[config.mk]
export PLATFORM = sky130hd
export DESIGN_NAME = cdb_ctrl
export DESIGN_NICKNAME = d
export VERILOG_FILES = /design/src/cdb_pkg.sv /design/src/cdb_ctrl.sv
export SDC_FILE = /design/constraint.sdc
export NUM_CORES = 1
export LEC_CHECK = 0
export ABC_AREA = 1
export BUFFER_PORTS_ARGS = -buffer_cell sky130_fd_sc_hd__clkbuf_2
export CORE_UTILIZATION = 30
export DETAILED_ROUTE_END_ITERATION = 16
export PLACE_DENSITY = 0.61
export RECOVER_POWER = 25
export SLEW_MARGIN = 15
export SYNTH_ARGS = -nofsm -noshare
export SYNTH_HDL_FRONTEND = slang
export SYNTH_SLANG_ARGS = --single-unit
[constraint.sdc]
create_clock -name i_clk -period 3.65 [get_ports i_clk]
set_clock_uncertainty 0.1 [all_clocks]
set_input_delay 0.1825 -clock i_clk [delete_from_list [all_inputs] [get_ports i_clk]]
set_output_delay 0.1825 -clock i_clk [all_outputs]
set_load 0.05 [all_outputs]
[src/cdb_pkg.sv]
`timescale 1ns / 1ps
`default_nettype none
// Shared types, operation codes and status codes of the circular deque buffer.
package cdb_pkg;

    // Storage depth default and the capacity register after reset.
    localparam int          DEPTH_DEF = 128;
    localparam logic [7:0]  CAP_RESET = 8'd128;

    // Operation codes carried in the func field.
    localparam logic [2:0] FUNC_PUSH_FRONT = 3'd0;
    localparam logic [2:0] FUNC_PUSH_BACK  = 3'd1;
    localparam logic [2:0] FUNC_POP_FRONT  = 3'd2;
    localparam logic [2:0] FUNC_POP_BACK   = 3'd3;
    localparam logic [2:0] FUNC_CLEAR      = 3'd4;

    // Result status codes.
    localparam logic [1:0] ST_DONE  = 2'd0;
    localparam logic [1:0] ST_FULL  = 2'd1;
    localparam logic [1:0] ST_EMPTY = 2'd2;

    typedef logic [2:0]         t_func;
    typedef logic [63:0]        t_tag;
    typedef logic signed [15:0] t_grade;
    typedef logic [1:0]         t_status;
    typedef logic [7:0]         t_count;

    // One stored entry.
    typedef struct packed {
        t_tag   tag;
        t_grade grade;
    } t_entry;

    // Store access strobes from the controller.
    typedef struct packed {
        logic we;
        logic re;
    } t_mem_cmd;

    // Result side information that travels beside the store read.
    typedef struct packed {
        logic    pop_ok;
        t_status status;
        t_count  count;
        logic    full;
        logic    empty;
    } t_rsp_info;

endpackage
`default_nettype wire

[src/cdb_ctrl.sv]
`timescale 1ns / 1ps
`default_nettype none
// Pointer, count and capacity control of the circular deque buffer.
module cdb_ctrl #(
    parameter int DEPTH = cdb_pkg::DEPTH_DEF
) (
    input  wire logic                       i_clk,
    input  wire logic                       i_rst_n,
    input  wire logic                       i_cfg_we,
    input  wire logic [7:0]                 i_cfg_wdata,
    input  wire logic                       i_accept,
    input  wire cdb_pkg::t_func             i_func,
    input  wire cdb_pkg::t_tag              i_tag,
    input  wire cdb_pkg::t_grade            i_grade,
    output cdb_pkg::t_mem_cmd               o_cmd,
    output logic [$clog2(DEPTH)-1:0]        o_addr,
    output cdb_pkg::t_entry                 o_wdata,
    output cdb_pkg::t_rsp_info              o_info
);

    localparam int AW      = $clog2(DEPTH);
    // Largest capacity that can take effect: the store depth or the register range.
    localparam int CAP_LIM = (DEPTH > 255) ? 255 : DEPTH;
    localparam int PTR_W   = $clog2(CAP_LIM);

    logic [7:0]       r_cap;
    logic [PTR_W-1:0] r_front, n_front;
    logic [PTR_W-1:0] r_back,  n_back;
    cdb_pkg::t_count  r_count, n_count;

    logic [7:0]       eff_cap;
    logic             is_full_now;
    logic             is_empty_now;
    logic [PTR_W-1:0] front_up, front_dn, back_dn;

    // Forward step, wrapping to zero once the successor reaches the capacity.
    function automatic logic [PTR_W-1:0] step_up(input logic [PTR_W-1:0] p,
                                                 input logic [7:0] cap);
        logic [8:0] s;
        s = {1'b0, 8'(p)} + 9'd1;
        if (s >= {1'b0, cap}) begin
            return '0;
        end
        return PTR_W'(s);
    endfunction

    // Backward step, wrapping from zero (or from beyond the capacity) to the top.
    function automatic logic [PTR_W-1:0] step_down(input logic [PTR_W-1:0] p,
                                                   input logic [7:0] cap);
        if (p == '0 || 8'(p) > cap) begin
            return PTR_W'(cap - 8'd1);
        end
        return p - PTR_W'(1);
    endfunction

    // Effective capacity: zero acts as one, values beyond the store are clipped.
    always_comb begin
        if (r_cap == 8'd0) begin
            eff_cap = 8'd1;
        end else if (r_cap > 8'(CAP_LIM)) begin
            eff_cap = 8'(CAP_LIM);
        end else begin
            eff_cap = r_cap;
        end
    end

    assign is_full_now  = (r_count >= eff_cap);
    assign is_empty_now = (r_count == '0);
    assign front_up     = step_up(r_front, eff_cap);
    assign front_dn     = step_down(r_front, eff_cap);
    assign back_dn      = step_down(r_back, eff_cap);
    assign o_wdata      = '{tag: i_tag, grade: i_grade};

    // Decode the operation into pointer updates and at most one store access.
    always_comb begin
        n_front       = r_front;
        n_back        = r_back;
        n_count       = r_count;
        o_cmd         = '0;
        o_addr        = AW'(r_front);
        o_info.pop_ok = 1'b0;
        o_info.status = cdb_pkg::ST_DONE;
        case (i_func)
            cdb_pkg::FUNC_PUSH_FRONT: begin
                if (is_full_now) begin
                    o_info.status = cdb_pkg::ST_FULL;
                end else begin
                    n_front  = front_dn;
                    o_addr   = AW'(front_dn);
                    o_cmd.we = i_accept;
                    n_count  = r_count + 8'd1;
                end
            end
            cdb_pkg::FUNC_PUSH_BACK: begin
                if (is_full_now) begin
                    o_info.status = cdb_pkg::ST_FULL;
                end else begin
                    o_addr   = AW'(r_back);
                    o_cmd.we = i_accept;
                    n_back   = step_up(r_back, eff_cap);
                    n_count  = r_count + 8'd1;
                end
            end
            cdb_pkg::FUNC_POP_FRONT: begin
                if (is_empty_now) begin
                    o_info.status = cdb_pkg::ST_EMPTY;
                end else begin
                    o_addr        = AW'(r_front);
                    o_cmd.re      = i_accept;
                    o_info.pop_ok = 1'b1;
                    n_front       = front_up;
                    n_count       = r_count - 8'd1;
                end
            end
            cdb_pkg::FUNC_POP_BACK: begin
                if (is_empty_now) begin
                    o_info.status = cdb_pkg::ST_EMPTY;
                end else begin
                    n_back        = back_dn;
                    o_addr        = AW'(back_dn);
                    o_cmd.re      = i_accept;
                    o_info.pop_ok = 1'b1;
                    n_count       = r_count - 8'd1;
                end
            end
            cdb_pkg::FUNC_CLEAR: begin
                n_front = '0;
                n_back  = '0;
                n_count = '0;
            end
            default: begin
            end
        endcase
        o_info.count = n_count;
        o_info.full  = (n_count >= eff_cap);
        o_info.empty = (n_count == '0);
    end

    // Control registers and the capacity register.
    always_ff @(posedge i_clk) begin
        if (!i_rst_n) begin
            r_cap   <= cdb_pkg::CAP_RESET;
            r_front <= '0;
            r_back  <= '0;
            r_count <= '0;
        end else begin
            if (i_cfg_we) begin
                r_cap <= i_cfg_wdata;
            end
            if (i_accept) begin
                r_front <= n_front;
                r_back  <= n_back;
                r_count <= n_count;
            end
        end
    end

endmodule
`default_nettype wire

==> impl_results.md, run 1 <==
* Core area at around 0.015 mm2
* Startpoint Class: flip-flop
* Period utilization at 100%
* Ports at slightly below 200
* Commonest non-fill, non-tap cells in the layout: nand2_1, inv_1, nand3_1
* Arr. time, crit path at 3370 ps
* Fillers at ~1600
* Synth Net Count at about 900
* Final ANT Viol Nets at 0
* Total CTS buffers at 5
* Hold depth at 3
* Failing checks: negative setup slack
* Longest Clk Path Bufs at 2
* Pin count of the biggest net entering global routing at 19
* Commonest non-fill, non-tap cell in the layout: nand2_1
* H-tree level count at 2
* GR Overflow Total at 0
* Count of unique library cells instantiated by Yosys at between 40 and 50
* Power, Total at between 2 and 2.5 mW
* Clock latency on the worst-skew pair at 280 ps
* Critical Path End Type: output pin
* GRT Util Overall at around 17%
* Post-synthesis register bit count at 30
* Initial antenna violation count at 0
* Outcome: finished, violations left
* CTS clock-pin slew for the worst setup and hold paths at about 60 ps
* Share of cells above drive strength 1 at between 20% and 30%
* PwrDens at between 300 and 400 mW/mm2
* Maximum VDD drop at 181 uV
* Drt wl/cell at approximately 15 um
* Via-per-instance ratio at about 4.9
* Final setup violation count at 1
* R2R setup slack at roughly 620 ps
* Initial Util at between 30% and 40%
* Sequential fraction of the synthesis area at between 10 and 15%
* Crit-path max FO at 5
* Mapped Area at 0.00479 mm2
* CP Cell Sequence: nor2_4, nand2_2, o21ai_4, buf_4, nand2_2, ha_4, a21oi_2, o21a_1, buf_4, buf_4, nand3_1, nand3_1, nand2_1, nand2_2, inv_1, ha_1, a21oi_1, nor3_1, a211oi_2, nand2_2, buf_8
* Hpwl dp at approximately 11000 um
* Die width at 128 um
* Via count at approximately 4700
* N_diodes at 0
* Total of max-cap violations at 0
* Setup slack after layout at -0.898 ps
* Worst min-delay path category: input port to flip-flop
* First-pass GRT wire length at around 23000 um
* Finished layout cell area at between 0.005 and 0.006 mm2
* Mapped Avg Cell Area at 6.37 um2
* Final Max Tran Viols at 0
* Syn Inst Count at between 700 and 800
* Vias in the first global route at approximately 4500
* RSZ-0062 raised after global routing: yes
* Initial DRC count at 383
* Ranking of synthesized cells by area: ha_1, buf_4, dfxtp_1
* Sink Count at 30
* Cell mode on critical path: nand2_2
* Post-Place Cell Area at roughly 0.0047 mm2
* Worst slew pin tran at roughly 920 ps
* Die ar. at ~0.016 mm2
* Reg area at approximately 600 um2
* Synthesis warning total at 0
* Total detailed-routing wirelength at ~14000 um
* Hold_sp: i_cfg_wdata[2]
* Multi-input combinational cell area at around 0.0033 mm2
* CTS Hold Buffers Added at 0
* CTS root buf: clkbuf_16
* Reg2Reg Depth at 22
* IO Port Bufs at 36
* Synth area leader: ha_1
* Drt drc at 0
* Final Hold Fails at 0
* Synth top area share at approximately 14%
* Post-route minimum period at 3650 ps
* R2r endpoint: r_front[3]
* Final nets at 894
* Drt pass-1 iters at 5
* CTS tree: done
* Slew margin rel. at 38.5%
* Final TNS setup at -0.898 ps
* Routability cong. at between 0.9 and 1
* F_max at 0.274 GHz
* # rows at 45
* CP max stage cell: dfxtp_2
* R2R Path Start: r_cap[5]
* Crit path required time at 3370 ps
* Hold endpoint: r_cap[2]
* LEAKAGE at between 2 and 3 nW
* Area growth from synthesis to layout at 9.92%
* Die height at 128 um
* CP peak stage delay at about 330 ps
* Kind of critical path: flip-flop to output pin
==> layer usage <==
layer  part of all wire [%]  GRT usage [%]
met1                     45           22.5
met2                     48           29.6
met3                    4.7           2.37
met4                    2.3           5.95
met5                      0              0
==> registers in the layout, summed over array words and instances, names as in the netlist <==
signal / count
r_back: 7
r_front: 7
r_cap: 8
r_count: 8
==> where the power goes <==
part / leakage [nW] / internal, mW / switching, mW
sequential: 0.248 / 0.356 / 0.0536
clock: 0.0729 / 0.270 / 0.169
combinational: 2.39 / 0.401 / 0.751
total: 2.71 / 1.03 / 0.973
==> layout make-up <==
cell class	instances	share of cell area [%]
clock buffer	6	2.64
clock inverter	2	0.237
inverter	108	7.81
multi-input combinational	522	62.8
sequential	30	11.4
tap	211	5.01
timing repair buffer	78	10.1
==> Yosys cell counts (all sizes together) <==
cell and number:
nand2 157, inv 105, buf 89, nand3 89, ha 54, nor2 46
a21oi 43, o21ai 42, dfxtp 30, xor2 28, nand4 19, nor3 13
o211ai 12, clkbuf 3, clkinv 3, a21o 2, a22oi 2, a31oi 2
and3 2, nand3b 2, xnor2 2, a211oi 1, a21boi 1, nor3b 1
o2111ai 1, o21a 1, o21bai 1, or2 1
==> critical path, delay by kind of cell (launching register included) <==
| family | cells | cell delay (ps) |
|---|---|---|
| AO/OA/AOI/OAI | 5 | 900 |
| adder cells (fa/ha/maj) | 2 | 400 |
| buffers and inverters | 5 | 640 |
| flip-flops | 1 | 330 |
| AND/OR/NAND/NOR | 9 | 820 |
==> what timing repair did <==
item / 4_1_cts / 5_1_grt
resized for setup: 13 / 49
pin swaps: 10 / 28
setup buffers: 17 / 5
setup endpoints to repair: 1 / 7
==> per-stage QoR <==
step	hold WS (ps)	worst slack [ps]	util, %	std cells
2_1_floorplan	195	30.3	-	752
3_3_place_gp	265	187	30.8	927
4_1_cts	27.3	1.52	32.9	952
6_report	22.6	-0.898	34.3	957
5_1_grt	47.4	-235	34.3	957
3_5_place_dp	265	133	30.8	927
==> logic make-up (layout without fill, tap and decap cells) <==
group                    Yosys count  count (layout)  share of synthesized area (%)
AO/OA/AOI/OAI                    108             108                           13.2
XOR/XNOR                          30              30                           5.48
adder cells (fa/ha/maj)           54              54                           14.1
buffers and inverters            200             194                           22.6
flip-flops                        30              30                           12.5
AND/OR/NAND/NOR                  330             330                           32.1
==> worst max path at each step <==
stage	from	endpoint	slack, ps
after floorplan	r_cap[4]	o_info[1]	30
after global placement	r_cap[4]	o_info[1]	190
after detailed placement	r_cap[4]	o_info[1]	130
after CTS	r_cap[3]	o_info[1]	2
after global routing	r_cap[5]	o_info[1]	-230
final	r_cap[5]	o_info[1]	-0.9
Power figures use the tool's default switching activity.
==> inputs of run 2 (changes only) <==
--- a/config.mk
+++ b/config.mk
@@ -9,6 +9,7 @@
 export BUFFER_PORTS_ARGS = -buffer_cell sky130_fd_sc_hd__clkbuf_2
 export CORE_UTILIZATION = 30
 export DETAILED_ROUTE_END_ITERATION = 16
+export MAX_ROUTING_LAYER = met4
 export PLACE_DENSITY = 0.61
 export RECOVER_POWER = 25
 export SLEW_MARGIN = 15
==> constraint.sdc (replaced) <==
create_clock -name i_clk -period 4.5 [get_ports i_clk]
set_clock_uncertainty 0.1 [all_clocks]
set_input_delay 0.225 -clock i_clk [delete_from_list [all_inputs] [get_ports i_clk]]
set_output_delay 0.225 -clock i_clk [all_outputs]
set_load 0.05 [all_outputs]
==> impl_results.md, run 2 (synthesized netlist as in run 1, its figures left out) <==
* Outcome: finished, final reports clean
* LEAKAGE at 2.51 nW (-7.3%)
* Clock latency on the worst-skew pair at 290 ps (about the same)
* Final ANT Viol Nets at 0 (unchanged)
* Drt drc at 0 (unchanged)
* Largest regs: r_cap x8, r_count x8
* CTS clock-pin slew for the worst setup and hold paths at 50 ps (about the same)
* PwrDens at 323 mW/mm2 (-15%)
* Vias in the first global route at 4244 (-4.8%)
* Crit path required time at 4180 ps (+810 ps)
* Post-route minimum period at 4060 ps
* Worst slew pin tran at 917 ps (+1.57 ps)
* Sw power at 757 uW (-22%)
* Area growth from synthesis to layout at -0.0784%
* CP max stage cell: dfxtp_1
* Pin count of the biggest net entering global routing at 20 (+1)
* Worst hold margin at 67.9 ps (+45.3 ps)
* Switching part of the total at 49.0% (+0.35 points)
* Arr. time, crit path at 3740 ps (+370 ps)
* GRT Util Overall at 17.8% (+0.43 points)
* Routability cong. at 0.952 (+3.9%)
* Final nets at 860 (-3.8%)
* Crit-path max FO at 9 (+4)
* Commonest non-fill, non-tap cells in the layout: nand2_1, inv_1, nand3_1
* Maximum VDD drop at 147 uV (-19%)
* Die width at 128 um (unchanged)
* Hpwl dp at 10900 um (+1.3%)
* Drt wl/cell at 15.0 um (+0.62%)
* Slew margin rel. at 38.4% (-0.11 points)
* Crit-path leading delay family: compound AO/OA/AOI/OAI gates
* Clock power frac at 24.9% (+3.0 points)
* Finished Layout Cells at 923 (-3.6%)
* Final TNS setup at 0 ps (+0.898 ps)
* Commonest non-fill, non-tap cell in the layout: nand2_1
* Startpoint Class: flip-flop
* Int Power at 788 uW (-23%)
* # rows at 45 (unchanged)
* Kind of critical path: flip-flop to output pin
* Total detailed-routing wirelength at 13800 um (-3.0%)
* Power, Total at 1.55 mW (-23%)
* First-pass GRT wire length at 22200 um (-1.7%)
* Final Hold Fails at 0 (unchanged)
* CP Cell Sequence: nor2_1, nand2_1, o21ai_2, nand2_1, buf_4, ha_1, a21oi_1, o21a_1, nand2_2, nand3_1, nand2_1, a21oi_2, inv_2, ha_1, o21ai_0, nand2_1, o21ai_0, inv_1, nand2_1, nand2_1, nand2_1, nand2_1, buf_2
* Period utilization at approximately 90%
* Worst min-delay path category: input port to flip-flop
* CP peak stage delay at 320 ps (about the same)
* Initial antenna violation count at 0 (unchanged)
* Final Max Tran Viols at 0 (unchanged)
* CTS root buf: clkbuf_16
* Ports at 197 (unchanged)
* Cell mode on critical path: nand2_1
* Comb pwr share at 53.4% (-4.2 points)
* Via-per-instance ratio at 4.82 (-1.9%)
* Share of cells above drive strength 1 at 13.9% (-9.3 points)
* F_max at 0.246 GHz
* Longest Clk Path Bufs at 2 (unchanged)
* RSZ-0062 raised after global routing: no
* Post-CTS Setup Inserts at 0 (-17)
* Critical Path End Type: output pin
* Total of max-cap violations at 0 (unchanged)
* Die ar. at 0.0165 mm2 (unchanged)
* WP buf/inv at 4 (-1)
* Drt pass-1 iters at 5 (unchanged)
* Sink Count at 30 (unchanged)
* Initial Util at 31.2% (unchanged)
* Via count at 4453 (-5.4%)
* DP Cell Count at 915 (-1.3%)
* Core area at 0.0154 mm2 (unchanged)
* Reg power frac at 21.7% (+1.2 points)
* N_diodes at 0 (unchanged)
* Final setup violation count at 0 (-1)
* H-tree level count at 2 (unchanged)
* GR Overflow Total at 0 (unchanged)
* IO Port Bufs at 36 (unchanged)
* Total CTS buffers at 5 (unchanged)
* CTS tree: done
* Die height at 128 um (unchanged)
* Initial DRC count at 327 (-15%)
run 2: changes by cell type in the layout (fill, tap and decap cells not counted), sizes merged:
cell,before,now
clkbuf,38,43
clkinv,4,3
clkinvlp,1,0
buf,46,9
run 2: cell type report:
| cell class | instances | area (um2) |
|---|---|---|
| clock buffers | 8 | 166 |
| flip-flops and latches | 30 | 601 |
| repair buffers | 44 | 240 |
| inverters | 108 | 410 |
| multi-input cells | 522 | 3110 |
| well taps | 211 | 264 |
| fillers | 1706 | 10600 |
run 2: per-stage QoR:
stage / area, um2 / worst slack, ps / util, %
2_1_floorplan: 4790 / 683 / -
6_report: 4790 / 435 / 31.2
3_5_place_dp: 4620 / 723 / 30.1
3_3_place_gp: 4620 / 770 / 30.1
4_1_cts: 4790 / 411 / 31.2
5_1_grt: 4790 / 20.4 / 31.2
run 2: routing by layer:
metal	vias to the layer above	share of wire [%]	global-route usage [%]
met2	148	44	27.4
met4	0	2.9	7.06
li1	2313	-	-
met1	1964	47	23.3
met5	-	0	-
met3	28	5.6	2.87
run 2: what timing repair did:
action                                  CTS  global route
endpoints found under the setup margin    0             1
gates resized for setup                   0             1
hold buffers                              0             0
endpoints found under the hold margin     0             0
run 2: path summary, 6_finish.rpt:
kind,slack [ps],cells after the start,endpoint,from
worst min-delay path,70,3,r_cap[2],i_cfg_wdata[2]
worst max-delay path,440,23,o_info[1],r_cap[4]
worst min register to register,400,2,r_cap[6],r_cap[6]
worst max register to register,1490,14,r_back[4],r_back[0]
run 2: worst register-to-register path: stages, from the launching register on:
cell and delay, ps:
dfxtp_1 480, inv_1 200, nor3_1 380, xor2_1 180
inv_1 90, ha_1 290, a21oi_1 130, o21ai_0 90
nand2_1 70, o211ai_1 80, a21oi_1 440, nand3_1 170
nand3_2 110, o211ai_2 80, inv_2 60
run 2: power groups by stage:
stage          clock, mW  sequential (mW)  combinational (mW)
2_1_floorplan          0            0.318               0.826
3_3_place_gp           0            0.340               0.818
3_5_place_dp           0            0.340               0.815
4_1_cts            0.390            0.334               0.820
5_1_grt            0.404            0.339               0.921
6_report           0.385            0.336               0.825
==> inputs of run 3 (changes only) <==
--- a/config.mk
+++ b/config.mk
@@ -7,12 +7,12 @@
 export LEC_CHECK = 0
 export ABC_AREA = 1
 export BUFFER_PORTS_ARGS = -buffer_cell sky130_fd_sc_hd__clkbuf_2
-export CORE_UTILIZATION = 30
+export CORE_UTILIZATION = 43
 export DETAILED_ROUTE_END_ITERATION = 16
 export MAX_ROUTING_LAYER = met4
-export PLACE_DENSITY = 0.61
+export PLACE_DENSITY = 0.8
 export RECOVER_POWER = 25
-export SLEW_MARGIN = 15
+export SLEW_MARGIN = 20
 export SYNTH_ARGS = -nofsm -noshare
 export SYNTH_HDL_FRONTEND = slang
 export SYNTH_SLANG_ARGS = --single-unit
==> impl_results.md, run 3 (synthesized netlist as in run 1, its figures left out) <==
* Routability cong. at 1.03 (+7.9%)
* Initial DRC count at 392 (+20%)
* F_max at 0.241 GHz (-2.1%)
* Switching part of the total at 52.9% (+4.0 points)
* Sink Count at 30 (unchanged)
* CTS clock-pin slew for the worst setup and hold paths at 70 ps (+20 ps)
* Final nets at 858 (-0.23%)
* PwrDens at 304 mW/mm2 (-5.9%)
* H-tree level count at 2 (unchanged)
* GRT Util Overall at 24.2% (+6.4 points)
* Clock power frac at 17.1% (-7.8 points)
* WP buf/inv at 4 (unchanged)
* Die width at 108 um (-16%)
* Comb pwr share at 59.0% (+5.6 points)
* Hpwl dp at 10400 um (-4.8%)
* Final TNS setup at 0 ps (unchanged)
* N_diodes at 0 (unchanged)
* Outcome: finished, final reports clean
* Cell mode on critical path: nand2_1
* Crit-path leading delay family: simple AND/OR/NAND/NOR gates
* Vias in the first global route at 4205 (-0.92%)
* CTS Hold Buffers Added at 0 (unchanged)
* Via count at 4697 (+5.5%)
* CP peak stage delay at 320 ps (about the same)
* Die height at 108 um (-16%)
* Initial antenna violation count at 0 (unchanged)
* GR Overflow Total at 0 (unchanged)
* Pin count of the biggest net entering global routing at 27 (+35%)
* Largest regs: r_cap x8, r_count x8
* Sw power at 744 uW (-1.7%)
* DP Cell Count at 842 (-8.0%)
* Kind of critical path: flip-flop to output pin
* Commonest non-fill, non-tap cell in the layout: nand2_1
* Worst min-delay path category: input port to flip-flop
* Reg power frac at 24.0% (+2.3 points)
* LEAKAGE at 2.47 nW (-1.6%)
* Drt drc at 0 (unchanged)
* Critical Path End Type: output pin
* Post-Place Cell Area at 0.00452 mm2 (-2.2%)
* Initial Util at 44.2% (+13 points)
* CTS root buf: clkbuf_8
* Clock latency on the worst-skew pair at 290 ps (about the same)
* Startpoint Class: flip-flop
* Slew margin rel. at 45.5% (+7.2 points)
* Period utilization at 92.3% (+2.0 points)
* Final setup violation count at 0 (unchanged)
* Drt wl/cell at 16.0 um (+6.5%)
* # rows at 38 (-16%)
* First-pass GRT wire length at 21300 um (-4.3%)
* Total of max-cap violations at 0 (unchanged)
* Die ar. at 0.0116 mm2 (-30%)
* Area growth from synthesis to layout at -3.42%
* CP max stage cell: dfxtp_1
* Final Max Tran Viols at 0 (unchanged)
* CTS tree: done
* Total detailed-routing wirelength at 13600 um (-1.9%)
* Via-per-instance ratio at 5.53 (+15%)
* Finished layout cell area at 0.00463 mm2 (-3.3%)
* Ports at 197 (unchanged)
* Fillers at 1178 (-31%)
* Core area at 0.0108 mm2 (-29%)
* Maximum VDD drop at 180 uV (+23%)
* Crit path required time at 4180 ps (about the same)
* Crit-path max FO at 26 (+17)
* Int Power at 661 uW (-16%)
* Longest Clk Path Bufs at 2 (unchanged)
* Final ANT Viol Nets at 0 (unchanged)
* Share of cells above drive strength 1 at 13.9% (+0.039 points)
* Worst slew pin tran at 811 ps (-106 ps)
* Commonest non-fill, non-tap cells in the layout: nand2_1, inv_1, nand3_1
* Final Hold Fails at 0 (unchanged)
* Drt pass-1 iters at 7 (+2)
* Finished Layout Cells at 850 (-7.9%)
* Arr. time, crit path at 3830 ps (+90 ps)
* Post-route minimum period at 4150 ps (+88.8 ps)
* IO Port Bufs at 36 (unchanged)
* Total CTS buffers at 5 (unchanged)
## run 3: cell count changes in the layout (fill, tap and decap cells not counted), sizes merged
cell,before,now
clkinv,3,4
buf,9,6
## run 3: cell type report
type                            count  area (um2)  share of cell area, %
Clock buffer                        7        86.3                   1.86
Clock inverter                      1        5.00                  0.108
Inverter                          108         412                   8.89
Multi-Input combinational cell    522        3130                   67.5
Sequential cell                    30         601                   13.0
Tap cell                          140         175                   3.78
Timing Repair Buffer               42         225                   4.86
## run 3: worst paths after layout
kind                   from         to  slack [ps]  cells past startpoint
min reg2reg        r_cap[6]   r_cap[6]         390                      2
max                r_cap[4]  o_info[1]         350                     25
max reg2reg        r_cap[4]  r_back[1]        1480                     16
min          i_cfg_wdata[7]   r_cap[7]          50                      3
## run 3: through the flow
stage	util, %	hold slack, ps	total power, mW	setup WS, ps
2_1_floorplan	-	238	1.14	683
3_3_place_gp	41.7	343	1.14	488
3_5_place_dp	41.7	346	1.14	363
4_1_cts	42.5	45.9	1.39	118
5_1_grt	42.7	53.5	1.50	-40.9
6_report	42.7	45.1	1.41	346
## run 3: routing by layer
layer / up-vias / share of wire [%] / track usage (%)
li1: 2313 / - / -
met5: - / 0 / -
met1: 2061 / 41 / 30.2
met2: 271 / 45 / 38.9
met3: 52 / 10 / 4.12
met4: 0 / 3.6 / 9.59
## run 3: what timing repair did
action	CTS	global route
endpoints found under the hold margin	0	0
gates resized for setup	1	4
endpoints found under the setup margin	1	1
setup buffers	0	0
## run 3: tightest hold or removal path: stages
cell and delay (ps):
clkbuf_2 80, a21oi_1 50, o21ai_0 50
## run 3: power groups by stage
stage | Clock, mW | Combinational, mW | Sequential [mW]
after floorplan | 0 | 0.826 | 0.318
after global placement | 0 | 0.799 | 0.340
after detailed placement | 0 | 0.803 | 0.340
after global routing | 0.254 | 0.912 | 0.339
final | 0.240 | 0.829 | 0.337
after CTS | 0.244 | 0.810 | 0.334
